### config.mk
export PLATFORM = sky130hd
export DESIGN_NAME = tilt_posture_classifier_top
export DESIGN_NICKNAME = d
export VERILOG_FILES = /design/src/rtl/tpc_pkg.sv /design/src/rtl/tilt_posture_classifier_top.sv
export VERILOG_INCLUDE_DIRS = /design/src /design/src/rtl
export SDC_FILE = /design/constraint.sdc
export NUM_CORES = 1
export LEC_CHECK = 0
export BUFFER_PORTS_ARGS = -buffer_cell sky130_fd_sc_hd__buf_2
export CORE_MARGIN = 2
export CORE_UTILIZATION = 69
export DETAILED_ROUTE_END_ITERATION = 16
export PLACE_DENSITY = 0.94
export SLEW_MARGIN = 20
export SYNTH_ARGS = -nofsm -noshare
export SYNTH_HDL_FRONTEND = slang
export SYNTH_SLANG_ARGS = --single-unit
### constraint.sdc
create_clock -name clk -period 18.01 [get_ports clk]
set_clock_uncertainty 0.2 [all_clocks]
set_input_delay 1.801 -clock clk [delete_from_list [all_inputs] [get_ports clk]]
set_output_delay 1.801 -clock clk [all_outputs]
set_load 0.01 [all_outputs]
### src/rtl/tilt_posture_classifier_top_assert.svh
// Assertion macros for the tilt posture classifier.
// Both sample on the rising edge of clk and stay quiet while rst_n is low.
`ifndef TILT_POSTURE_CLASSIFIER_TOP_ASSERT_SVH
`define TILT_POSTURE_CLASSIFIER_TOP_ASSERT_SVH

// Same-cycle implication.
`define TPC_ASSERT_NOW(label, ante, cons, msg) \
    label: assert property (@(posedge clk) disable iff (!rst_n) (ante) |-> (cons)) \
        else $error(msg);

// Next-cycle implication.
`define TPC_ASSERT_NEXT(label, ante, cons, msg) \
    label: assert property (@(posedge clk) disable iff (!rst_n) (ante) |=> (cons)) \
        else $error(msg);

`endif

### src/rtl/tpc_pkg.sv
`default_nettype none

package tpc_pkg;

    localparam int PITCH_W   = 13;
    localparam int TIME_W    = 16;
    localparam int TIMER_W   = 17;
    localparam int ALPHA_W   = 9;
    localparam int BAND_W    = 12;
    localparam int CFG_W     = 16;
    localparam int CFG_IDX_W = 3;
    localparam int POSTURE_W = 2;

    typedef enum logic [POSTURE_W-1:0] {
        ST_STRAIGHT = 2'd0,
        ST_STABLE   = 2'd1,
        ST_WARN     = 2'd2,
        ST_ALARM    = 2'd3
    } posture_t;

    localparam logic [CFG_IDX_W-1:0] REG_FILTER_ALPHA  = 3'd0;
    localparam logic [CFG_IDX_W-1:0] REG_STAND_BAND    = 3'd1;
    localparam logic [CFG_IDX_W-1:0] REG_WARN_ENTER    = 3'd2;
    localparam logic [CFG_IDX_W-1:0] REG_WARN_EXIT     = 3'd3;
    localparam logic [CFG_IDX_W-1:0] REG_ALARM_ENTER   = 3'd4;
    localparam logic [CFG_IDX_W-1:0] REG_ALARM_EXIT    = 3'd5;
    localparam logic [CFG_IDX_W-1:0] REG_STAND_HOLD_MS = 3'd6;
    localparam logic [CFG_IDX_W-1:0] REG_ALARM_HOLD_MS = 3'd7;

    localparam logic [ALPHA_W-1:0]        RST_FILTER_ALPHA  = 9'd51;
    localparam logic [BAND_W-1:0]         RST_STAND_BAND    = 12'd32;
    localparam logic signed [PITCH_W-1:0] RST_WARN_ENTER    = 13'sd400;
    localparam logic signed [PITCH_W-1:0] RST_WARN_EXIT     = 13'sd352;
    localparam logic signed [PITCH_W-1:0] RST_ALARM_ENTER   = 13'sd560;
    localparam logic signed [PITCH_W-1:0] RST_ALARM_EXIT    = 13'sd512;
    localparam logic [TIME_W-1:0]         RST_STAND_HOLD_MS = 16'd3000;
    localparam logic [TIME_W-1:0]         RST_ALARM_HOLD_MS = 16'd500;

    // Q1.8 unity weight
    localparam logic [ALPHA_W-1:0] ALPHA_ONE = 9'd256;

    // Hold timer add, saturating at all ones.
    function automatic logic [TIMER_W-1:0] timer_add(input logic [TIMER_W-1:0] t,
                                                     input logic [TIME_W-1:0] d);
        logic [TIMER_W:0] s;
        s = {1'b0, t} + {2'b00, d};
        return s[TIMER_W] ? {TIMER_W{1'b1}} : s[TIMER_W-1:0];
    endfunction

endpackage

`default_nettype wire

### src/rtl/tilt_posture_classifier_top.sv
//  channel  direction  handshake                    payload
//  in       sink       in_valid / in_stall          pitch_sample, elapsed_ms
//  out      source     out_valid / out_stall        posture, smoothed_pitch
//  cfg      sink       cfg_we (no wait)             cfg_index, cfg_data
//
//  One word per cycle sustained unless out stalls; an accepted word moves from the
//  input register to the result register. The filter multiply and state update are
//  combinational, input register to filter and state registers, which sets the rate.
//  rst_n clears the handshake, filter and state, and loads the register defaults.
//  in_stall rises only while the input register is full and out is stalled.
`default_nettype none

module tilt_posture_classifier_top (
    input  wire logic                                 clk,
    input  wire logic                                 rst_n,
    input  wire logic                                 cfg_we,
    input  wire logic [tpc_pkg::CFG_IDX_W-1:0]        cfg_index,
    input  wire logic [tpc_pkg::CFG_W-1:0]            cfg_data,
    input  wire logic                                 in_valid,
    output logic                                      in_stall,
    input  wire logic signed [tpc_pkg::PITCH_W-1:0]   pitch_sample,
    input  wire logic [tpc_pkg::TIME_W-1:0]           elapsed_ms,
    output logic                                      out_valid,
    input  wire logic                                 out_stall,
    output logic [tpc_pkg::POSTURE_W-1:0]             posture,
    output logic signed [tpc_pkg::PITCH_W-1:0]        smoothed_pitch
);

    import tpc_pkg::*;

    // configuration
    logic [ALPHA_W-1:0]        alpha_reg;
    logic [BAND_W-1:0]         band_reg;
    logic signed [PITCH_W-1:0] warn_enter_reg;
    logic signed [PITCH_W-1:0] warn_exit_reg;
    logic signed [PITCH_W-1:0] alarm_enter_reg;
    logic signed [PITCH_W-1:0] alarm_exit_reg;
    logic [TIME_W-1:0]         stand_hold_reg;
    logic [TIME_W-1:0]         alarm_hold_reg;

    // input register
    logic                      in_vld_reg;
    logic signed [PITCH_W-1:0] pitch_reg;
    logic [TIME_W-1:0]         dt_reg;

    // classifier state
    posture_t                  mode_reg, mode_next;
    logic signed [PITCH_W-1:0] filt_reg, filt_next;
    logic                      primed_reg;
    logic [TIMER_W-1:0]        up_time_reg, up_time_next;
    logic [TIMER_W-1:0]        tilt_time_reg, tilt_time_next;

    // result register
    logic                      out_vld_reg;
    posture_t                  posture_reg;
    logic signed [PITCH_W-1:0] smooth_reg;

    logic                      in_take;
    logic                      advance;

    logic [ALPHA_W-1:0]        alpha_eff;
    logic signed [ALPHA_W:0]   alpha_s;
    logic signed [PITCH_W:0]   diff;
    logic signed [23:0]        prod;
    logic signed [23:0]        acc;
    logic signed [PITCH_W:0]   fp_ext;
    logic signed [PITCH_W:0]   band_s;
    logic                      upright;
    logic                      alarm_zone;
    logic                      warn_zone;
    logic                      at_warn_exit;
    logic                      at_alarm_exit;
    logic [TIMER_W-1:0]        up_sum;
    logic [TIMER_W-1:0]        tilt_sum;
    logic                      stand_met;
    logic                      alarm_met;

    assign advance   = in_vld_reg && !(out_vld_reg && out_stall);
    assign in_stall  = in_vld_reg && !advance;
    assign in_take   = in_valid && !in_stall;
    assign out_valid = out_vld_reg;
    assign posture   = posture_reg;
    assign smoothed_pitch = smooth_reg;

    always_ff @(posedge clk or negedge rst_n)
    begin
        if (!rst_n)
        begin
            alpha_reg       <= RST_FILTER_ALPHA;
            band_reg        <= RST_STAND_BAND;
            warn_enter_reg  <= RST_WARN_ENTER;
            warn_exit_reg   <= RST_WARN_EXIT;
            alarm_enter_reg <= RST_ALARM_ENTER;
            alarm_exit_reg  <= RST_ALARM_EXIT;
            stand_hold_reg  <= RST_STAND_HOLD_MS;
            alarm_hold_reg  <= RST_ALARM_HOLD_MS;
        end
        else if (cfg_we)
        begin
            case (cfg_index)
                REG_FILTER_ALPHA:  alpha_reg       <= cfg_data[ALPHA_W-1:0];
                REG_STAND_BAND:    band_reg        <= cfg_data[BAND_W-1:0];
                REG_WARN_ENTER:    warn_enter_reg  <= signed'(cfg_data[PITCH_W-1:0]);
                REG_WARN_EXIT:     warn_exit_reg   <= signed'(cfg_data[PITCH_W-1:0]);
                REG_ALARM_ENTER:   alarm_enter_reg <= signed'(cfg_data[PITCH_W-1:0]);
                REG_ALARM_EXIT:    alarm_exit_reg  <= signed'(cfg_data[PITCH_W-1:0]);
                REG_STAND_HOLD_MS: stand_hold_reg  <= cfg_data[TIME_W-1:0];
                REG_ALARM_HOLD_MS: alarm_hold_reg  <= cfg_data[TIME_W-1:0];
                default:           ;
            endcase
        end
    end

    always_ff @(posedge clk or negedge rst_n)
    begin
        if (!rst_n)
        begin
            in_vld_reg <= 1'b0;
        end
        else if (in_take)
        begin
            in_vld_reg <= 1'b1;
        end
        else if (advance)
        begin
            in_vld_reg <= 1'b0;
        end
    end

    always_ff @(posedge clk)
    begin
        if (in_take)
        begin
            pitch_reg <= pitch_sample;
            dt_reg    <= elapsed_ms;
        end
    end

    // state register
    always_ff @(posedge clk or negedge rst_n)
    begin
        if (!rst_n)
        begin
            mode_reg      <= ST_STRAIGHT;
            filt_reg      <= '0;
            primed_reg    <= 1'b0;
            up_time_reg   <= '0;
            tilt_time_reg <= '0;
        end
        else if (advance)
        begin
            mode_reg      <= mode_next;
            filt_reg      <= filt_next;
            primed_reg    <= 1'b1;
            up_time_reg   <= up_time_next;
            tilt_time_reg <= tilt_time_next;
        end
    end

    always_ff @(posedge clk or negedge rst_n)
    begin
        if (!rst_n)
        begin
            out_vld_reg <= 1'b0;
        end
        else if (advance)
        begin
            out_vld_reg <= 1'b1;
        end
        else if (!out_stall)
        begin
            out_vld_reg <= 1'b0;
        end
    end

    always_ff @(posedge clk)
    begin
        if (advance)
        begin
            posture_reg <= mode_next;
            smooth_reg  <= filt_next;
        end
    end

    // filter: 256*filt + a*(pitch - filt) + 128, floor shift by 8; first sample as is
    always_comb
    begin
        alpha_eff = (alpha_reg > ALPHA_ONE) ? ALPHA_ONE : alpha_reg;
        alpha_s   = signed'({1'b0, alpha_eff});
        diff      = {pitch_reg[PITCH_W-1], pitch_reg} - {filt_reg[PITCH_W-1], filt_reg};
        prod      = 24'(alpha_s) * 24'(diff);
        acc       = {{3{filt_reg[PITCH_W-1]}}, filt_reg, 8'd0} + prod + 24'sd128;
        filt_next = primed_reg ? acc[PITCH_W+7:8] : pitch_reg;
    end

    // zone decode and next state
    always_comb
    begin
        fp_ext        = {filt_next[PITCH_W-1], filt_next};
        band_s        = signed'({2'b00, band_reg});
        upright       = (fp_ext >= -band_s) && (fp_ext <= band_s);
        alarm_zone    = filt_next >= alarm_enter_reg;
        warn_zone     = filt_next >= warn_enter_reg;
        at_warn_exit  = filt_next <= warn_exit_reg;
        at_alarm_exit = filt_next <= alarm_exit_reg;
        up_sum        = timer_add(up_time_reg, dt_reg);
        tilt_sum      = timer_add(tilt_time_reg, dt_reg);
        stand_met     = up_sum >= {1'b0, stand_hold_reg};
        alarm_met     = tilt_sum >= {1'b0, alarm_hold_reg};

        mode_next      = mode_reg;
        up_time_next   = up_time_reg;
        tilt_time_next = tilt_time_reg;

        case (mode_reg)
            ST_STRAIGHT:
            begin
                if (upright && stand_met)
                begin
                    mode_next    = ST_STABLE;
                    up_time_next = '0;
                end
                else
                begin
                    up_time_next = upright ? up_sum : '0;
                    if (alarm_zone)
                    begin
                        if (alarm_met)
                        begin
                            mode_next      = ST_ALARM;
                            tilt_time_next = '0;
                            up_time_next   = '0;
                        end
                        else
                        begin
                            tilt_time_next = tilt_sum;
                        end
                    end
                    else if (warn_zone)
                    begin
                        mode_next      = ST_WARN;
                        tilt_time_next = '0;
                        up_time_next   = '0;
                    end
                    else
                    begin
                        tilt_time_next = '0;
                    end
                end
            end
            ST_STABLE:
            begin
                if (!upright)
                begin
                    if (alarm_zone)
                    begin
                        if (alarm_met)
                        begin
                            mode_next      = ST_ALARM;
                            tilt_time_next = '0;
                        end
                        else
                        begin
                            tilt_time_next = tilt_sum;
                        end
                    end
                    else if (warn_zone)
                    begin
                        mode_next      = ST_WARN;
                        tilt_time_next = '0;
                    end
                    else
                    begin
                        mode_next      = ST_STRAIGHT;
                        tilt_time_next = '0;
                        up_time_next   = '0;
                    end
                end
            end
            ST_WARN:
            begin
                if (alarm_zone && alarm_met)
                begin
                    mode_next      = ST_ALARM;
                    tilt_time_next = '0;
                end
                else
                begin
                    tilt_time_next = alarm_zone ? tilt_sum : '0;
                    if (at_warn_exit)
                    begin
                        mode_next      = ST_STRAIGHT;
                        up_time_next   = '0;
                        tilt_time_next = '0;
                    end
                end
            end
            ST_ALARM:
            begin
                if (at_warn_exit)
                begin
                    mode_next      = ST_STRAIGHT;
                    up_time_next   = '0;
                    tilt_time_next = '0;
                end
                else if (at_alarm_exit)
                begin
                    mode_next      = ST_WARN;
                    tilt_time_next = '0;
                end
            end
            default:
            begin
                mode_next = ST_STRAIGHT;
            end
        endcase
    end

`include "tilt_posture_classifier_top_assert.svh"

    // upright time is cleared on every way out of straight and only counts there
    `TPC_ASSERT_NOW(a_up_time_only_straight, mode_reg != ST_STRAIGHT, up_time_reg == '0, "upright timer nonzero outside straight")
    // alarm is entered with tilt time cleared and never adds to it
    `TPC_ASSERT_NOW(a_tilt_clear_in_alarm, mode_reg == ST_ALARM, tilt_time_reg == '0, "tilt timer nonzero in alarm")
    `TPC_ASSERT_NOW(a_unprimed_idle, !primed_reg, (mode_reg == ST_STRAIGHT) && (filt_reg == '0) && (tilt_time_reg == '0), "state moved before first word")
    `TPC_ASSERT_NEXT(a_advance_fills_out, advance, out_vld_reg && primed_reg, "result register not loaded")
    `TPC_ASSERT_NOW(a_stall_needs_full, in_stall, in_vld_reg && out_vld_reg && out_stall, "input stalled without backpressure")

endmodule

`default_nettype wire

==> results.md, run 1 <==
- Max Slew Vio Count: 0
- CTS tree: done
- Syn avg cell area: just under 10 sq um
- Period utilisation layout: 66.1%
- Layout cells sized above 1: 14.9%
- Placer Congestion: between 1 and 1.5
- Critical Path Source: filt_reg[1]$_DFFE_PN0P_
- Critical path fanouts, max: 17
- Fin nets: between 2000 and 2500
- Compound-Gate Fraction of Synth Area: between 10 and 15%
- Worst hold-check path type: reg2reg
- CTS H-Tree Depth: 1
- Wire per inst: ~21 microns
- Post-route ant nets: 0
- Row count: 58
- Top cells by area, synth: dfrtp_1 (19%), ha_1 (14%), fa_1 (13%)
- Relative slew margins: between 20% and 30%
- Max stage delay on crit path: between 900 and 1000 ps
- Area Overhead vs Synth: 7.90%
- Max Fclk: 84.0 MHz
- DR DRC count: 0
- Clock transition at the registers of the reported paths: 60 ps
- # clock sinks: approximately 200
- Mapped Cells: 1786
- Syn nets: 2144
- Hold buffer count at cts: 0
- Clock tree buffer depth: 3
- IO buf count: a little under 70
- Critical Path End Type: flip-flop
- Reg2reg setup slack: a little over 6000 ps
- Post-CTS Resized: 0
- Total Negative Setup Slacks: 0 ps
- Clock root cell: clkbuf_16
- Die Y: 163 microns
- First-pass GRT wire length: approximately 75000 microns
- Number of flops mapped to enable cells by yosys: between 40 and 50
- Adder-cell area share of the yosys netlist: 26.8%
- Crit path top cell by count: fa_1
- Setup Crit Path Kind: reg2reg
- Status: finished, final reports clean
- Yosys top cell by area: dfrtp_1
- Synth Flop Type: dfrtp_1
- Reg2reg path depth: 41
- Final wirelength: 46500 microns
- Antenna violations before repair: 1
- Estimated wirelength of the detail-placed design: between 30000 and 40000 microns
- Drt pass-1 iters: 6
- Number of post-CTS setup repair buffers: 0
- Flops & latches, synth: 201
- Leading cell type by number of instances after synthesis: inv_1
- Worst flop-to-flop path startpoint: filt_reg[1]$_DFFE_PN0P_
- IO Count: 70
- CP required: ~18000 ps
- Final setup violation count: 0
- Overflow after GRT: 0
- Die Footprint: 26500 sq um
- Number of DRC markers in iteration 0: around 1400
- Total GRT Usage: a little over a third
- FFs w/ async S/R, synth: between 70% and 80%
- Vias in the first global route: ~15000
- Largest net degree at the start of global routing: 80
- Mux contribution to synthesized area: under 10%
- Synth cell types: 91
- Starting Density: approximately 70%
- Final Hold Fails: 0
- XOR/XNOR share of the synthesized area: under 10%
- Clock latency on the worst-skew pair: 520 ps
- Max-cap viol count: 0
- Post-synthesis simple-gate area fraction: 12.2%
- Unrepaired setup endpoints after global routing: no
- Crit path launch type: flip-flop
- Worst R2R End: up_time_reg[5]$_DFFE_PN0P_
- Arr. time, crit path: 12060 ps
- Core Region: 25000 sq um
- Final period demand of the worst path: ~12000 ps
- Synth Warn #: 0
- Critical-path top delay cell: a21boi_2
- Sequential share of the synthesized area: a little under a third
- Vias: 14100
- Chip width: ~160 microns
- Worst-margin pin slew: 1090 ps
- Post-Syn Area: roughly 17000 sq um
- Drt via density: roughly 6.4
- Top cell type's share of synthesized area: 18.5%
- CTS Buf Count: 21
- Largest family of logic cells by synthesized area: adder cells
- Crit path to: up_time_reg[5]$_DFFE_PN0P_
- Commonest cells in the netlist: inv_1 (306), ha_1 (194), nand2_1 (150)
[layout by cell type (no fill, tap or decap), types with 7 or more instances in the layout]
cell type,instances
o21ai_0,91
nor3_1,16
nand3_1,16
and2_1,21
buf_2,68
a21oi_1,59
a32o_1,16
a21o_1,33
a31oi_1,7
nor2b_1,27
o32ai_2,10
edfxtp_1,44
nand2_1,150
a211oi_1,14
xor2_1,20
nor2_1,108
nand2b_1,27
clkbuf_16,23
nand4_1,17
buf_4,13
o21a_1,22
xnor2_1,48
mux2_2,84
o211ai_1,11
dfstp_2,28
inv_1,306
or2_2,9
ha_1,194
fa_1,111
dfrtp_1,129
[critical path: cells and delay by family, from the launching register on]
family	cells	cell delay, ps
compound gates	14	4440
xor+xnor	2	450
fa+ha+maj	8	3650
buf+inv	4	310
flops	1	410
simple gates	13	2260
[cells by family after synthesis]
| family | after synthesis |
|---|---|
| simple gates | 438 |
| flops | 201 |
| mux | 90 |
| fa+ha+maj | 307 |
| compound gates | 333 |
| buf+inv | 348 |
| xor+xnor | 69 |
[worst min path at each step]
| stage | startpoint | slack [ps] | depth (start not counted) | end |
|---|---|---|---|---|
| floorplan | filt_reg[11]$_DFFE_PN0P_ | 250 | 2 | filt_reg[11]$_DFFE_PN0P_ |
| global placement | filt_reg[11]$_DFFE_PN0P_ | 270 | 2 | filt_reg[11]$_DFFE_PN0P_ |
| global route | tilt_time_reg[9]$_DFFE_PN0P_ | 320 | 1 | tilt_time_reg[9]$_DFFE_PN0P_ |
| detailed placement | tilt_time_reg[10]$_DFFE_PN0P_ | 290 | 1 | tilt_time_reg[10]$_DFFE_PN0P_ |
| CTS | tilt_time_reg[10]$_DFFE_PN0P_ | 300 | 1 | tilt_time_reg[10]$_DFFE_PN0P_ |
| finish | tilt_time_reg[10]$_DFFE_PN0P_ | 300 | 1 | tilt_time_reg[10]$_DFFE_PN0P_ |
[layout make-up]
cell class	instances	area, sq um
Clock buffer	28	614
Multi-Input combinational cell	1237	10800
Tap cell	330	413
Inverter	307	1150
Clock inverter	10	77.6
Timing Repair Buffer	84	472
Sequential cell	201	5290
Fill cell	1578	6160
Antenna cell	1	2.50
[through the flow]
stage / instance area (sq um) / instances / setup WS [ps] / utilization [%] / hold slack (ps)
3_5_place_dp: 18100 / 2158 / 6280 / 72.5 / 285
6_report: 18800 / 2198 / 6100 / 75.3 / 295
3_3_place_gp: 18100 / 2158 / 7060 / 72.5 / 269
4_1_cts: 18800 / 2196 / 6020 / 75.3 / 299
2_1_floorplan: 17400 / 1786 / 8170 / - / 250
5_1_grt: 18800 / 2198 / 5260 / 75.3 / 317
[per-layer routing]
metal  share of wire (%)  track usage [%]
met1                  35             43.9
met2                  47             59.5
met3                  10             6.93
met4                 7.8             22.0
met5                   0                0
Power of run 1 is not shown: default switching activity piles up to over one toggle a cycle in this logic, so the estimate is an artifact.
==> run 2: changes to the inputs <==
--- a/config.mk
+++ b/config.mk
@@ -6,11 +6,12 @@
 export SDC_FILE = /design/constraint.sdc
 export NUM_CORES = 1
 export LEC_CHECK = 0
+export ABC_AREA = 1
 export BUFFER_PORTS_ARGS = -buffer_cell sky130_fd_sc_hd__buf_2
 export CORE_MARGIN = 2
-export CORE_UTILIZATION = 69
+export CORE_UTILIZATION = 58
 export DETAILED_ROUTE_END_ITERATION = 16
-export PLACE_DENSITY = 0.94
+export PLACE_DENSITY = 0.85
 export SLEW_MARGIN = 20
 export SYNTH_ARGS = -nofsm -noshare
 export SYNTH_HDL_FRONTEND = slang
==> constraint.sdc (replaced) <==
create_clock -name clk -period 10.7 [get_ports clk]
set_clock_uncertainty 0.2 [all_clocks]
set_input_delay 1.07 -clock clk [delete_from_list [all_inputs] [get_ports clk]]
set_output_delay 1.07 -clock clk [all_outputs]
set_load 0.01 [all_outputs]
==> run 2 against run 1 <==
Worst hold slack lost 12 ps. Non-clock buffer count shrank 3. First-iteration DRC count grew 3.7%. Global-route usage shrank 6.2 points. Worst setup slack lost 5400 ps. Utilization shrank 11 points. Via count grew 8.0%. Die area grew 19%. Area after synthesis grew 0.71%. Register-to-register slack lost 5400 ps. Sequential share of layout area shrank 0.33 points. Maximum frequency grew 19%. Critical path type unchanged. Critical endpoint is now up_time_reg[14]$_DFFE_PN0P_. Highest routed layer unchanged.
==> results.md, run 2 <==
- Vias in the first global route: 15200 (was 14600)
- Largest net degree at the start of global routing: 94 (was 80)
- Chip width: 178 microns (was 163 microns)
- Wire per inst: 17.2 microns (was 21.2 microns)
- Final setup violation count: 0 (unchanged)
- Post-route ant nets: 0 (unchanged)
- Synth cell types: 55 (was 91)
- Max Fclk: 100 MHz (was 84.0 MHz)
- Commonest cells in the netlist: nand2_1 (542), inv_1 (376), ha_1 (194) (was inv_1 (306), ha_1 (194), nand2_1 (150))
- Met2 routed WL: 22500 microns (was 21800 microns)
- FFs w/ async S/R, synth: 78.1% (unchanged)
- DR WL met3: 3350 microns (was 4640 microns)
- Sequential share of the synthesized area: 30.1% (was 30.3%)
- Status: finished, final reports clean (unchanged)
- Row count: 63 (was 58)
- Drt via density: 5.72 (was 6.42)
- Top cell type's share of synthesized area: 18.4% (was 18.5%)
- Setup Crit Path Kind: reg2reg (unchanged)
- Drt pass-1 iters: 6 (unchanged)
- Total GRT Usage: 29.8% (was 36.0%)
- # clock sinks: 201 (unchanged)
- # diodes: 0 (was 1)
- Syn nets: 2552 (was 2144)
- Arr. time, crit path: 10230 ps (was 12060 ps)
- Clock tree buffer depth: 3 (unchanged)
- Placer Congestion: 0.961 (was 1.01)
- CTS Buf Count: 22 (was 21)
- Final period demand of the worst path: 9990 ps (was 11910 ps)
- Layout cells sized above 1: 9.18% (was 14.9%)
- Die Y: 178 microns (was 163 microns)
- Crit path launch type: flip-flop (unchanged)
- Synth Warn #: 0 (unchanged)
- Crit path depth: 45 (was 41)
- First-pass GRT wire length: 74800 microns (was 74700 microns)
- Overflow after GRT: 0 (unchanged)
- Reg2reg path depth: 45 (was 41)
- Top cells by area, synth: dfrtp_1 (18%), ha_1 (14%), fa_1 (13%) (was dfrtp_1 (19%), ha_1 (14%), fa_1 (13%))
- Worst hold-check path type: reg2reg (unchanged)
- Clock transition at the registers of the reported paths: 60 ps (about the same)
- CTS H-Tree Depth: 1 (unchanged)
- Estimated wirelength of the detail-placed design: 35800 microns (was 34700 microns)
- DR DRC count: 0 (unchanged)
- Worst-margin pin slew: 973 ps (was 1090 ps)
- Max Slew Vio Count: 0 (unchanged)
- Total Negative Setup Slacks: 0 ps (unchanged)
- Critical-path top delay cell: fa_1 (was a21boi_2)
- Fin nets: 2619 (was 2210)
- Critical Path End Type: flip-flop (unchanged)
- IO buf count: 69 (unchanged)
- Die Footprint: 31700 sq um (was 26500 sq um)
- Min-Delay Path Depth: 2 (was 1)
- Unrepaired setup endpoints after global routing: no (unchanged)
- Yosys top cell by area: dfrtp_1 (unchanged)
- Final Hold Fails: 0 (unchanged)
- Critical path fanouts, max: 13 (was 17)
- Period utilisation layout: 93.3% (was 66.1%)
- Syn avg cell area: 8.00 sq um (was 9.76 sq um)
- IO Count: 70 (unchanged)
- Max-cap viol count: 0 (unchanged)
- Relative slew margins: 35.0% (was 26.8%)
- CTS tree: done (unchanged)
- Number of DRC markers in iteration 0: 1484 (was 1431)
- Synth Flop Type: dfrtp_1 (unchanged)
- Antenna violations before repair: 0 (was 1)
- Buf/Inv on CP: 7 (was 4)
- Most frequent cells in the layout: nand2_1 (542), inv_1 (376), ha_1 (194) (was inv_1 (306), ha_1 (194), nand2_1 (150))
- Area Overhead vs Synth: 8.43% (was 7.90%)
- Mapped Cells: 2194 (was 1786)
- Post-Syn Area: 17600 sq um (was 17400 sq um)
- Clock root cell: clkbuf_16 (unchanged)
- CP required: 10940 ps (was 18160 ps)
- Clock latency on the worst-skew pair: 520 ps (about the same)
- Leading cell type by number of instances after synthesis: nand2_1 (was inv_1)
- Max stage delay on crit path: 550 ps (was 910 ps)
- Metal-1 WL: 17900 microns (was 16500 microns)
- DR top layer: met4 (unchanged)
- Number of flops mapped to enable cells by yosys: 44 (unchanged)
- Starting Density: 59.1% (was 69.8%)
- Flops & latches, synth: 201 (unchanged)
- Core Region: 29700 sq um (was 25000 sq um)
- Top delay family on crit path: adder cells (was compound AO/OA/AOI/OAI gates)
- Final wirelength: 45900 microns (was 46500 microns)
- Fill count: 2419 (was 1578)
- Most common cell after layout, fill and taps aside: nand2_1 (was inv_1)
- Vias: 15200 (was 14100)
-- run 2: cell count changes after synthesis, moves of 18 or more --
| cell | previous run | this run |
|---|---|---|
| nand2_1 | 150 | 542 |
| o21ai_0 | 92 | 182 |
| mux2_2 | 84 | 0 |
| inv_1 | 306 | 376 |
| nor2_1 | 108 | 169 |
| nand3_1 | 16 | 64 |
| a21oi_1 | 59 | 93 |
| nand2b_1 | 27 | 0 |
| nor2b_1 | 27 | 0 |
| a21o_1 | 33 | 9 |
| xnor2_1 | 48 | 26 |
| and2_1 | 21 | 1 |
| o21a_1 | 22 | 4 |
-- run 2: metrics by stage --
| stage | hold WS [ps] | instance area [sq um] | utilization [%] | instances | setup WS [ps] |
|---|---|---|---|---|---|
| finish | 283 | 19000 | 64.0 | 2667 | 715 |
| global route | 302 | 19000 | 64.0 | 2667 | 68.7 |
| CTS | 285 | 19000 | 64.0 | 2667 | 615 |
| detailed placement | 268 | 18300 | 61.7 | 2627 | 677 |
| global placement | 260 | 18300 | 61.7 | 2627 | 1030 |
| floorplan | 234 | 17600 | - | 2194 | 2040 |
-- run 2: timing repair --
action / CTS / global route
resized for setup: 0 / 1
hold buffers: 0 / 0
endpoints found under the setup margin: 0 / 32
setup buffers: 0 / 0
-- run 2: logic make-up after synthesis --
logic type | count (synthesis) | share of synthesized area [%]
DFF | 201 | 30.1
and+or+nand+nor | 880 | 21.3
AOI/OAI and AO/OA | 328 | 10.1
buffers and inverters | 428 | 9.36
adders and majority gates | 305 | 26.5
xor gates and xnor gates | 52 | 2.64
-- run 2: final timing paths --
check,start,end,slack (ps)
worst max-delay path,filt_reg[0]$_DFFE_PN0P_,up_time_reg[14]$_DFFE_PN0P_,710
worst min-delay path,alarm_exit_reg[3]$_DFFE_PN0P_,alarm_exit_reg[3]$_DFFE_PN0P_,280
worst max register to register,filt_reg[0]$_DFFE_PN0P_,up_time_reg[14]$_DFFE_PN0P_,710
worst min register to register,alarm_exit_reg[3]$_DFFE_PN0P_,alarm_exit_reg[3]$_DFFE_PN0P_,280
max in group asynchronous,rst_n,out_valid$_DFFE_PN0P_,8430
min in group asynchronous,rst_n,alarm_exit_reg[8]$_DFFE_PN0P_,440
-- run 2: tightest hold or removal path, cell delays in order, from the launching register on --
cell     delay, ps
dfrtp_1        340
nand2_1         50
o21ai_0         60
-- run 2: layout make-up --
| type | count | area [sq um] | area share, % |
|---|---|---|---|
| clock buffers | 29 | 608 | 3.19 |
| well taps | 390 | 488 | 2.56 |
| flip-flops and latches | 201 | 5290 | 27.8 |
| clock inverters | 11 | 97.6 | 0.513 |
| repair buffers | 81 | 442 | 2.32 |
| multi-input cells | 1565 | 10600 | 55.9 |
| inverters | 390 | 1470 | 7.71 |
-- run 2: layer usage --
| layer | vias to the layer above | global-route usage (%) |
|---|---|---|
| li1 | 7150 | - |
| met1 | 7217 | 37.5 |
| met2 | 705 | 51.6 |
| met3 | 170 | 3.50 |
| met4 | 0 | 13.4 |
| met5 | - | 0 |
Power of run 2 is left out for the same reason.
==> run 3: changes to the inputs <==
--- a/config.mk
+++ b/config.mk
@@ -9,9 +9,9 @@
 export ABC_AREA = 1
 export BUFFER_PORTS_ARGS = -buffer_cell sky130_fd_sc_hd__buf_2
 export CORE_MARGIN = 2
-export CORE_UTILIZATION = 58
+export CORE_UTILIZATION = 69
 export DETAILED_ROUTE_END_ITERATION = 16
-export PLACE_DENSITY = 0.85
+export PLACE_DENSITY = 0.94
 export SLEW_MARGIN = 20
 export SYNTH_ARGS = -nofsm -noshare
 export SYNTH_HDL_FRONTEND = slang
==> constraint.sdc (replaced) <==
create_clock -name clk -period 12.05 [get_ports clk]
set_clock_uncertainty 0.2 [all_clocks]
set_input_delay 1.205 -clock clk [delete_from_list [all_inputs] [get_ports clk]]
set_output_delay 1.205 -clock clk [all_outputs]
set_load 0.01 [all_outputs]
==> run 3 against run 2 <==
Clock-buffer cell count shrank 4. Die area shrank 16%. Critical path depth decreased by 1. Largest cell class unchanged. Cell count decreased by 2.3%. Utilization increased by 12 points. Via count rose by 2.8%. Design area about the same. Non-clock buffer count fell by 1. Sequential cell count unchanged. Routed wire length rose by 4.6%. First-iteration DRC count up 14%.
==> results.md, run 3 (same netlist as run 2, synthesis figures left out) <==
- Crit path top cell by count: nand2_1
- Final wirelength: 48000 microns (was 45900 microns)
- Total GRT Usage: 36.8% (was 29.8%)
- Chip width: 164 microns (was 178 microns)
- Number of DRC markers in iteration 0: 1693 (was 1484)
- GRT met2 Usage: 62.3% (was 51.6%)
- Die Footprint: 26700 sq um (was 31700 sq um)
- Post-route ant nets: 0 (unchanged)
- Crit path launch type: flip-flop (unchanged)
- Overflow after GRT: 0 (unchanged)
- Starting Density: 69.9% (was 59.1%)
- CTS tree: done (unchanged)
- Worst-margin pin slew: 1050 ps (was 973 ps)
- CP required: 12300 ps (was 10940 ps)
- Estimated wirelength of the detail-placed design: 36100 microns (was 35800 microns)
- Critical path fanouts, max: 13 (unchanged)
- Clock tree buffer depth: 3 (unchanged)
- Antenna violations before repair: 1 (was 0)
- Max-cap viol count: 0 (unchanged)
- DR DRC count: 0 (unchanged)
- Arr. time, crit path: 10730 ps (was 10230 ps)
- Sink of the worst hold path: alarm_exit_reg[5]$_DFFE_PN0P_ (was alarm_exit_reg[3]$_DFFE_PN0P_)
- Post-CTS Resized: 0 (unchanged)
- Reg2reg path depth: 44 (was 45)
- Hold path start: alarm_exit_reg[5]$_DFFE_PN0P_ (was alarm_exit_reg[3]$_DFFE_PN0P_)
- GR Util met3: 5.84% (was 3.50%)
- Drt via density: 6.02 (was 5.72)
- Final setup violation count: 0 (unchanged)
- Setup slack after layout: 1570 ps (was 715 ps)
- Period utilisation layout: 87.0% (was 93.3%)
- Vias: 15700 (was 15200)
- Max stage delay on crit path: 850 ps (was 550 ps)
- Most common cell after layout, fill and taps aside: nand2_1 (unchanged)
- Row count: 58 (was 63)
- Drt pass-1 iters: 6 (unchanged)
- Largest net degree at the start of global routing: 81 (was 94)
- Clock latency on the worst-skew pair: 520 ps (about the same)
- Buf/Inv on CP: 7 (unchanged)
- Area Overhead vs Synth: 8.35% (was 8.43%)
- Clock transition at the registers of the reported paths: 60 ps (about the same)
- Layout cells sized above 1: 9.19% (was 9.18%)
- IO Count: 70 (unchanged)
- Core Region: 25100 sq um (was 29700 sq um)
- Top delay family on crit path: adder cells (unchanged)
- Clock root cell: clkbuf_16 (unchanged)
- IO buf count: 69 (unchanged)
- Total Negative Setup Slacks: 0 ps (unchanged)
- First-pass GRT wire length: 77700 microns (was 74800 microns)
- GR peak layer: met2 (unchanged)
- Setup Crit Path Kind: reg2reg (unchanged)
- Die Y: 164 microns (was 178 microns)
- Max Fclk: 95.4 MHz (was 100 MHz)
- Max Slew Vio Count: 0 (unchanged)
- Placer Congestion: 0.993 (was 0.961)
- Relative slew margins: 29.9% (was 35.0%)
- Worst hold-check path type: reg2reg (unchanged)
- Worst flop-to-flop path startpoint: filt_reg[0]$_DFFE_PN0P_ (unchanged)
- Final Hold Fails: 0 (unchanged)
- Fin nets: 2617 (was 2619)
- Final period demand of the worst path: 10480 ps (was 9990 ps)
- Hold buffer count at cts: 0 (unchanged)
- Unrepaired setup endpoints after global routing: no (unchanged)
- Met1 Use GR: 45.7% (was 37.5%)
- Status: finished, final reports clean (unchanged)
- Critical-path top delay cell: a31oi_1 (was fa_1)
- Most frequent cells in the layout: nand2_1 (542), inv_1 (375), ha_1 (194) (was nand2_1 (542), inv_1 (376), ha_1 (194))
- Worst slack at placement: 2050 ps (was 677 ps)
- # clock sinks: 201 (unchanged)
- Critical Path End Type: flip-flop (unchanged)
- Wire per inst: 18.4 microns (was 17.2 microns)
- CTS Buf Count: 21 (was 22)
- Min-Delay Path Depth: 2 (unchanged)
- Reg2reg setup slack: 1570 ps (was 710 ps)
- CTS H-Tree Depth: 1 (unchanged)
- Vias in the first global route: 15800 (was 15200)
- Worst R2R End: up_time_reg[0]$_DFFE_PN0P_ (was up_time_reg[14]$_DFFE_PN0P_)
- Number of post-CTS setup repair buffers: 0 (unchanged)
==> run 3: metrics by stage <==
stage	hold WS (ps)	instance area (sq um)	util, %	std cells
after floorplan	234	17600	-	2194
after global placement	260	18200	72.6	2566
after detailed placement	268	18200	72.6	2566
after CTS	288	19000	75.7	2604
after global routing	302	19000	75.7	2604
final	285	19000	75.7	2605
==> run 3: layer usage <==
| layer | share of wire (%) | up-vias |
|---|---|---|
| met5 | 0 | - |
| met2 | 48 | 932 |
| met3 | 9.9 | 240 |
| met1 | 36 | 7362 |
| met4 | 5.8 | 0 |
| li1 | - | 7136 |
==> run 3: final cells by class <==
class	count	area, sq um
Tap cell	330	413
Sequential cell	201	5290
Clock buffer	25	572
Timing Repair Buffer	80	434
Fill cell	1747	6090
Antenna cell	1	2.50
Multi-Input combinational cell	1565	10600
Clock inverter	13	206
Inverter	390	1470
==> run 3: worst max-delay path by stage <==
stage / startpoint / to / depth (start not counted)
after floorplan: filt_reg[0]$_DFFE_PN0P_ / up_time_reg[10]$_DFFE_PN0P_ / 52
after global placement: filt_reg[0]$_DFFE_PN0P_ / tilt_time_reg[1]$_DFFE_PN0P_ / 43
after detailed placement: filt_reg[0]$_DFFE_PN0P_ / tilt_time_reg[1]$_DFFE_PN0P_ / 44
after CTS: filt_reg[0]$_DFFE_PN0P_ / tilt_time_reg[1]$_DFFE_PN0P_ / 44
after global routing: filt_reg[0]$_DFFE_PN0P_ / tilt_time_reg[1]$_DFFE_PN0P_ / 44
final: filt_reg[0]$_DFFE_PN0P_ / up_time_reg[0]$_DFFE_PN0P_ / 44
==> run 3: worst register-to-register path: cells and delay by family, from the launching register on <==
kind                     cells  cell delay, ps
AND/OR/NAND/NOR             16            2200
AO/OA/AOI/OAI               12            3030
buffers and inverters        7             550
adder cells (fa/ha/maj)      9            3990
flip-flops                   1             430
Power of run 3 is left out for the same reason.
